### config.mk
export PLATFORM = sky130hd
export DESIGN_NAME = versioned_key_value_merge_table_unit
export DESIGN_NICKNAME = d
export VERILOG_FILES = /design/src/hw/rtl/vkvm_pkg.sv /design/src/hw/rtl/vkvm_ram.sv /design/src/hw/rtl/vkvm_ctrl.sv /design/src/hw/rtl/vkvm_dp.sv /design/src/hw/rtl/versioned_key_value_merge_table_unit.sv
export SDC_FILE = /design/constraint.sdc
export NUM_CORES = 2
export LEC_CHECK = 0
export ABC_CLOCK_PERIOD_IN_PS = 26200
export BUFFER_PORTS_ARGS = -buffer_cell sky130_fd_sc_hd__buf_2
export CORE_UTILIZATION = 67
export DETAILED_ROUTE_END_ITERATION = 8
export HOLD_SLACK_MARGIN = 0.06
export PLACE_DENSITY = 0.84
export REMOVE_ABC_BUFFERS = 1
export SYNTH_ARGS = -nofsm -noshare
export SYNTH_HDL_FRONTEND = slang
export SYNTH_SLANG_ARGS = --single-unit
### constraint.sdc
create_clock -name aclk -period 26.2 [get_ports aclk]
set_clock_uncertainty 0.2 [all_clocks]
set_input_delay 3.93 -clock aclk [delete_from_list [all_inputs] [get_ports aclk]]
set_output_delay 3.93 -clock aclk [all_outputs]
set_load 0.01 [all_outputs]
### src/hw/rtl/vkvm_pkg.sv
// Shared types, codes and constants for the versioned key/value merge table.
package vkvm_pkg;

    localparam int MAX_KEYS_DEF = 16;
    localparam int DUMP_LIMIT   = 16;

    typedef enum logic [1:0] {
        CMD_SET    = 2'd0,
        CMD_MERGE  = 2'd1,
        CMD_LOOKUP = 2'd2,
        CMD_DUMP   = 2'd3
    } cmd_t;

    typedef enum logic [2:0] {
        STS_UPDATED   = 3'd0,
        STS_INSERTED  = 3'd1,
        STS_IGNORED   = 3'd2,
        STS_NOT_FOUND = 3'd3,
        STS_FULL      = 3'd4
    } status_t;

    typedef struct packed {
        cmd_t               cmd;
        logic signed [31:0] key;
        logic signed [31:0] value;
        logic        [31:0] in_version;
        logic               end_of_batch;
    } in_t;

    typedef struct packed {
        status_t            status;
        logic signed [31:0] out_key;
        logic signed [31:0] out_value;
        logic        [31:0] out_version;
        logic               last;
    } out_t;

    typedef struct packed {
        logic signed [31:0] key;
        logic signed [31:0] value;
        logic        [31:0] version;
    } entry_t;

    typedef struct packed {
        logic load_in;
        logic exec;
        logic dump_emit;
    } ctrl_cmd_t;

    typedef struct packed {
        logic out_free;
        logic in_dump;
        logic count_zero;
        logic dump_last;
    } ctrl_sts_t;

endpackage

### src/hw/rtl/vkvm_ram.sv
// Generic single-write, single-read RAM with registered read data.
module vkvm_ram #(
    parameter int WIDTH = 32,
    parameter int DEPTH = 16
) (
    input  logic                                        aclk,
    input  logic                                        wr_en,
    input  logic [((DEPTH > 1) ? $clog2(DEPTH) : 1)-1:0] wr_addr,
    input  logic [WIDTH-1:0]                            wr_data,
    input  logic                                        rd_en,
    input  logic [((DEPTH > 1) ? $clog2(DEPTH) : 1)-1:0] rd_addr,
    output logic [WIDTH-1:0]                            rd_data
);

    logic [WIDTH-1:0] mem [DEPTH];
    logic [WIDTH-1:0] rd_data_reg;

    always_ff @(posedge aclk) begin
        if (wr_en) begin
            mem[wr_addr] <= wr_data;
        end
        if (rd_en) begin
            rd_data_reg <= mem[rd_addr];
        end
    end

    assign rd_data = rd_data_reg;

endmodule

### src/hw/rtl/vkvm_ctrl.sv
// Controller state machine: sequences accept, execute and dump steps.
module vkvm_ctrl
    import vkvm_pkg::*;
(
    input  logic      aclk,
    input  logic      aresetn,
    input  logic      s_valid,
    output logic      s_ready,
    input  ctrl_sts_t sts,
    output ctrl_cmd_t cmd
);

    typedef enum logic [2:0] {
        S_IDLE = 3'b001,
        S_EXEC = 3'b010,
        S_DUMP = 3'b100
    } state_t;

    state_t state_reg;
    state_t state_next;

    always_comb begin
        state_next    = state_reg;
        cmd.load_in   = 1'b0;
        cmd.exec      = 1'b0;
        cmd.dump_emit = 1'b0;
        s_ready       = 1'b0;
        case (state_reg)
            S_IDLE: begin
                s_ready = 1'b1;
                if (s_valid) begin
                    cmd.load_in = 1'b1;
                    state_next  = (sts.in_dump && !sts.count_zero) ? S_DUMP : S_EXEC;
                end
            end
            S_EXEC: begin
                // hold until the output register can take the result
                if (sts.out_free) begin
                    cmd.exec   = 1'b1;
                    state_next = S_IDLE;
                end
            end
            S_DUMP: begin
                if (sts.out_free) begin
                    cmd.dump_emit = 1'b1;
                    if (sts.dump_last) begin
                        state_next = S_IDLE;
                    end
                end
            end
            default: begin
                state_next = S_IDLE;
            end
        endcase
    end

    always_ff @(posedge aclk) begin
        if (!aresetn) begin
            state_reg <= S_IDLE;
        end else begin
            state_reg <= state_next;
        end
    end

endmodule

### src/hw/rtl/vkvm_dp.sv
// Datapath: key compare, entry RAM, counters, version clock and output register.
module vkvm_dp
    import vkvm_pkg::*;
#(
    parameter int MAX_KEYS = MAX_KEYS_DEF
) (
    input  logic      aclk,
    input  logic      aresetn,
    input  in_t       s_data,
    output logic      m_valid,
    input  logic      m_ready,
    output out_t      m_data,
    input  ctrl_cmd_t cmd,
    output ctrl_sts_t sts
);

    localparam int IDX_W  = (MAX_KEYS > 1) ? $clog2(MAX_KEYS) : 1;
    localparam int CNT_W  = $clog2(MAX_KEYS + 1);
    localparam int DUMP_N = (DUMP_LIMIT < MAX_KEYS) ? DUMP_LIMIT : MAX_KEYS;

    in_t                in_reg;
    logic               hit_reg;
    logic [IDX_W-1:0]   idx_reg;
    logic signed [31:0] key_reg [MAX_KEYS];
    logic [CNT_W-1:0]   count_reg;
    logic [31:0]        clock_reg;
    logic [IDX_W-1:0]   ptr_reg;
    out_t               out_reg;
    logic               m_valid_reg;

    logic [MAX_KEYS-1:0] match;
    logic                hit_c;
    logic [IDX_W-1:0]    idx_c;

    logic               rd_en;
    logic [IDX_W-1:0]   rd_addr;
    logic               wr_en;
    logic [IDX_W-1:0]   wr_addr;
    entry_t             wr_entry;
    entry_t             rd_entry;

    logic               full;
    logic [31:0]        clk_inc;
    logic [CNT_W-1:0]   dump_n;
    logic               dump_last;
    out_t               ex_out;
    out_t               dump_out;
    logic               ex_wr;
    logic               ex_ins;
    logic [31:0]        ex_ver;
    logic [31:0]        ex_clk;

    // Parallel key compare over the valid part of the table; keys are unique,
    // so at most one bit of match is set and an OR of indexes encodes it.
    always_comb begin
        idx_c = '0;
        for (int i = 0; i < MAX_KEYS; i++) begin
            match[i] = (key_reg[i] == s_data.key) && (count_reg > CNT_W'(i));
            if (match[i]) begin
                idx_c = idx_c | IDX_W'(i);
            end
        end
        hit_c = |match;
    end

    assign full      = (count_reg == CNT_W'(MAX_KEYS));
    assign clk_inc   = (clock_reg == '1) ? clock_reg : clock_reg + 32'd1;
    assign dump_n    = (count_reg > CNT_W'(DUMP_N)) ? CNT_W'(DUMP_N) : count_reg;
    assign dump_last = ((CNT_W'(ptr_reg) + CNT_W'(1)) == dump_n);

    always_comb begin
        ex_out.status      = STS_NOT_FOUND;
        ex_out.out_key     = in_reg.key;
        ex_out.out_value   = '0;
        ex_out.out_version = '0;
        ex_out.last        = in_reg.end_of_batch;
        ex_wr              = 1'b0;
        ex_ins             = 1'b0;
        ex_ver             = in_reg.in_version;
        ex_clk             = clock_reg;
        case (in_reg.cmd)
            CMD_SET: begin
                ex_out.out_value = in_reg.value;
                if (!hit_reg && full) begin
                    ex_out.status = STS_FULL;
                end else begin
                    ex_wr              = 1'b1;
                    ex_ins             = !hit_reg;
                    ex_ver             = clk_inc;
                    ex_clk             = clk_inc;
                    ex_out.status      = hit_reg ? STS_UPDATED : STS_INSERTED;
                    ex_out.out_version = clk_inc;
                end
            end
            CMD_MERGE: begin
                if (hit_reg && (in_reg.in_version <= rd_entry.version)) begin
                    // equal or older version: report the stored entry
                    ex_out.status      = STS_IGNORED;
                    ex_out.out_value   = rd_entry.value;
                    ex_out.out_version = rd_entry.version;
                end else if (!hit_reg && full) begin
                    ex_out.status    = STS_FULL;
                    ex_out.out_value = in_reg.value;
                end else begin
                    ex_wr              = 1'b1;
                    ex_ins             = !hit_reg;
                    ex_out.status      = hit_reg ? STS_UPDATED : STS_INSERTED;
                    ex_out.out_value   = in_reg.value;
                    ex_out.out_version = in_reg.in_version;
                    if (in_reg.in_version > clock_reg) begin
                        ex_clk = in_reg.in_version;
                    end
                end
            end
            CMD_LOOKUP: begin
                if (hit_reg) begin
                    ex_out.status      = STS_UPDATED;
                    ex_out.out_value   = rd_entry.value;
                    ex_out.out_version = rd_entry.version;
                end
            end
            CMD_DUMP: begin
                // empty table
                ex_out.out_key = '0;
                ex_out.last    = 1'b1;
            end
            default: begin
                ex_wr = 1'b0;
            end
        endcase
    end

    always_comb begin
        dump_out.status      = STS_UPDATED;
        dump_out.out_key     = rd_entry.key;
        dump_out.out_value   = rd_entry.value;
        dump_out.out_version = rd_entry.version;
        dump_out.last        = dump_last;
    end

    assign rd_en   = cmd.load_in | (cmd.dump_emit & !dump_last);
    assign rd_addr = cmd.load_in ? ((s_data.cmd == CMD_DUMP) ? '0 : idx_c)
                                 : ptr_reg + IDX_W'(1);

    assign wr_en            = cmd.exec & ex_wr;
    assign wr_addr          = hit_reg ? idx_reg : count_reg[IDX_W-1:0];
    assign wr_entry.key     = in_reg.key;
    assign wr_entry.value   = in_reg.value;
    assign wr_entry.version = ex_ver;

    vkvm_ram #(
        .WIDTH ($bits(entry_t)),
        .DEPTH (MAX_KEYS)
    ) u_entry_ram (
        .aclk    (aclk),
        .wr_en   (wr_en),
        .wr_addr (wr_addr),
        .wr_data (wr_entry),
        .rd_en   (rd_en),
        .rd_addr (rd_addr),
        .rd_data (rd_entry)
    );

    always_ff @(posedge aclk) begin
        if (cmd.load_in) begin
            in_reg  <= s_data;
            hit_reg <= hit_c;
            idx_reg <= idx_c;
        end
        if (wr_en && ex_ins) begin
            key_reg[count_reg[IDX_W-1:0]] <= in_reg.key;
        end
        if (cmd.exec) begin
            out_reg <= ex_out;
        end else if (cmd.dump_emit) begin
            out_reg <= dump_out;
        end
    end

    always_ff @(posedge aclk) begin
        if (!aresetn) begin
            count_reg   <= '0;
            clock_reg   <= '0;
            ptr_reg     <= '0;
            m_valid_reg <= 1'b0;
        end else begin
            if (cmd.exec) begin
                clock_reg <= ex_clk;
                if (ex_wr && ex_ins) begin
                    count_reg <= count_reg + CNT_W'(1);
                end
            end
            if (cmd.load_in) begin
                ptr_reg <= '0;
            end else if (cmd.dump_emit) begin
                ptr_reg <= ptr_reg + IDX_W'(1);
            end
            if (cmd.exec || cmd.dump_emit) begin
                m_valid_reg <= 1'b1;
            end else if (m_ready) begin
                m_valid_reg <= 1'b0;
            end
        end
    end

    assign sts.out_free   = !m_valid_reg || m_ready;
    assign sts.in_dump    = (s_data.cmd == CMD_DUMP);
    assign sts.count_zero = (count_reg == '0);
    assign sts.dump_last  = dump_last;

    assign m_valid = m_valid_reg;
    assign m_data  = out_reg;

endmodule

### src/hw/rtl/versioned_key_value_merge_table_unit.sv
// Versioned key/value merge table: top level joining controller and datapath.
//
// Usage: commands arrive on the s_ channel (s_valid/s_ready/s_data) as one
// transaction each: local set, merge of a remote entry, lookup, or dump.
// Results leave on the m_ channel (m_valid/m_ready/m_data). Set, merge and
// lookup give one result each; a dump gives one result per stored entry, up
// to DUMP_LIMIT, with last set on the final one (one not-found result when
// the table is empty).
// Sequence: a command is taken in the idle cycle, its key compared against
// all stored keys in parallel and the matching entry read from the entry
// RAM; the result is then formed and registered in the execute step once the
// output register is free. Set, merge and lookup thus make one RAM read
// followed by the read-modify-write. A dump makes one RAM read per entry.
// Reset (aresetn low, synchronous) empties the table and clears the version
// clock; no clearing pass is needed. When the receiver stalls, the result
// holds in the output register; the block still takes one more command, then
// holds it in the execute step, and does not advance a dump, until that
// transaction completes.
module versioned_key_value_merge_table_unit
    import vkvm_pkg::*;
#(
    parameter int MAX_KEYS = MAX_KEYS_DEF
) (
    input  logic aclk,
    input  logic aresetn,
    input  logic s_valid,
    output logic s_ready,
    input  in_t  s_data,
    output logic m_valid,
    input  logic m_ready,
    output out_t m_data
);

    ctrl_cmd_t cmd;
    ctrl_sts_t sts;

    vkvm_ctrl u_ctrl (
        .aclk    (aclk),
        .aresetn (aresetn),
        .s_valid (s_valid),
        .s_ready (s_ready),
        .sts     (sts),
        .cmd     (cmd)
    );

    vkvm_dp #(
        .MAX_KEYS (MAX_KEYS)
    ) u_dp (
        .aclk    (aclk),
        .aresetn (aresetn),
        .s_data  (s_data),
        .m_valid (m_valid),
        .m_ready (m_ready),
        .m_data  (m_data),
        .cmd     (cmd),
        .sts     (sts)
    );

endmodule

==> out/results.ini <==
[status]
status=finished clean

[finish]
nets=6585
design_area_um2=108400
nFillCells=8111
area_growth_pct=10.21
largest_register_ffs=1536
final_cell_mix=2348 x edfxtp_1, 769 x mux2i_1, 643 x nand2_1
drive_gt1_share_pct=12.68
layout_commonest_cell=edfxtp_1

[power_and_ir_drop]
clockPowerShare_pct=41.6
pwr-share-seq_pct=54.6
internal_power_uw=6206
total_power_uw=7892
leakagePower_uw=0.03455
switchingPower_uw=1686
combPwrFrac_pct=3.8
ir_drop_uv=88.24
netSwitchingFraction_pct=21.37
power.density_nw_per_um2=72.78

[global_routing]
grt_pass1_wl_um=374900
antenna_found_initial=7
grt_pass1_vias=57450
grt_max_degree=164
overflow=0
grt.total_usage_pct=35.26

[floorplan]
fp.dieH_um=385.2
core_um2=145700
ioPinCount=205
die_width_um=385.2
num_rows=140
die_area_um2=148400
start_util_pct=67.51

[place]
post-place-ws_ps=15690
hpwl_um=140700
globalplace.congestion=0.9953
placed_cell_area_um2=101000
port_buffers=204

[timing]
timing.final.max_slew_violations=0
finalHoldWorstSlack_ps=262.8
worst_slew_pin_slew_ps=1373
max_freq_mhz=100.2
final.setup.worst_slack_ps=16220
rsz0062_at_grt=no
finalHoldViolations=0
slew-limit-headroom_pct=8.456
min_period_over_period_pct=38.08
finalSetupTns_ps=0
setup_violations=0
fin_crit_ps=9978

[yosys]
synth_top_area_share_pct=71.66
synth_seq_cells=2393
synth-edff-count=2348
syn_inst=6172
ys.flop_type=edfxtp_1
syn_area_um2=98390
synth_top_area_cell=edfxtp_1
yosys-top-cells-area=edfxtp_1 72%, mux2i_1 7.8%, xnor2_1 3.4%
ys.warnings.count=0
ys_types=70
postSynthAreaPerCell_um2=15.94
synthArstFlopShare_pct=0
seq_area_frac_synth_pct=72.58

[critical_path]
worstSetupPathType=primary input to flop
start_kind=primary input
worstPathRequired_ps=26540
cp.arrival_ps=10320
cp_slowest_cell=buf_4
reg2reg_depth=14
path_buf_inv=4
path_cells=buf_2 > xnor2_1 > nand4_1 > nor4_1 > and3_1 > a2111oi_1 > nand4_1 > a21o_4 > buf_4 > buf_4 > buf_4 > mux2i_1 > nand2_1 > a32oi_1 > o211ai_1
crit_top_cell=buf_4
path_depth=15
cp_top_family=buffers and inverters
path_max_fanout=57
reg2reg_slack_ps=18990
slowest_delay_ps=880
cp-end-kind=flop

[clocking]
clk_latency_ps=860
holdBufCountCts=0
cts_root_buffer=clkbuf_16
post_cts_buffers=0
numCtsBuffers=222
htree_levels=4
cts_tree=yes
path_clk_slew_ps=60
ctsResizeCount=0
cts.sinks=2393
clockBufferDepth=3

[min_path]
hold_depth=0
hp-class=flop to flop

[route]
wire_per_inst_um=30.99
ant_nets=0
drc=0
drt_first_pass_iters=6
vias=58100
viasPerCell=6.816
drtIter0Drc=8058
wl_um=264200

[run]
maxCapViolations=0

[final timing paths]
path | start | to
min reg2reg | u_dp.in_reg[89] | u_dp.key_reg[9][24]
max | s_data[77] | u_dp.u_entry_ram.rd_data[43]
max reg2reg | u_dp.count_reg[4] | u_dp.u_entry_ram.rd_data[43]
min | u_dp.in_reg[89] | u_dp.key_reg[9][24]
[layer usage]
layer / share of wire [%] / GRT usage, % / up-vias
li1: - / - / 23930
met1: 35 / 46.54 / 28870
met2: 47 / 56.40 / 4439
met3: 12 / 6.785 / 848
met4: 5.6 / 18.03 / 8
met5: 0.017 / 0 / -
[power groups by stage]
stage	Clock, uW	Combinational, uW	Sequential, uW
3_3_place_gp	0	275	4390
4_1_cts	3300	287	4310
5_1_grt	3440	305	4310
3_5_place_dp	0	284	4390
6_report	3290	296	4310
2_1_floorplan	0	122	4390
[worst reg2reg max path, cell delays in order, from the launching register on]
cell,delay [ps]
dfxtp_1,740
inv_1,270
ha_1,350
or4_4,570
nor4_1,330
a2111oi_1,100
nand4_1,280
a21o_4,750
buf_4,890
buf_4,910
buf_4,760
mux2i_1,290
nand2_1,90
a32oi_1,260
o211ai_1,110
[synth_stat cells, drive strengths merged, types with 114 or more instances]
cell    instances
xor2          161
nand4         114
o21ai         192
mux2i         769
nand2         648
nand3         139
buf           221
xnor2         383
edfxtp       2348
nor2          168
clkbuf        118
[kinds of logic after synthesis]
group / share of synthesized area (%)
flops: 72.58
simple gates: 5.509
mux: 8.922
compound gates: 4.611
xor+xnor: 4.843
buf+inv: 2.634
fa+ha+maj: 0.9029
[final cells by class]
cell class	instances	area, um^2	share of cell area, %
clock buffers	266	5784	5.334
flip-flops and latches	2393	71410	65.85
inverters	82	312.8	0.2885
diodes	4	10.01	0.009231
clock inverters	149	1635	1.508
well taps	1917	2399	2.212
multi-input cells	3358	24700	22.78
repair buffers	354	2185	2.015
[through the flow]
| stage | cells | utilization, % |
|---|---|---|
| detailed placement | 8104 | 69.31 |
| CTS | 8519 | 74.40 |
| global placement | 8104 | 69.31 |
| floorplan | 5833 | - |
| finish | 8523 | 74.41 |
| global route | 8519 | 74.40 |
Power figures use the tool's default switching activity.
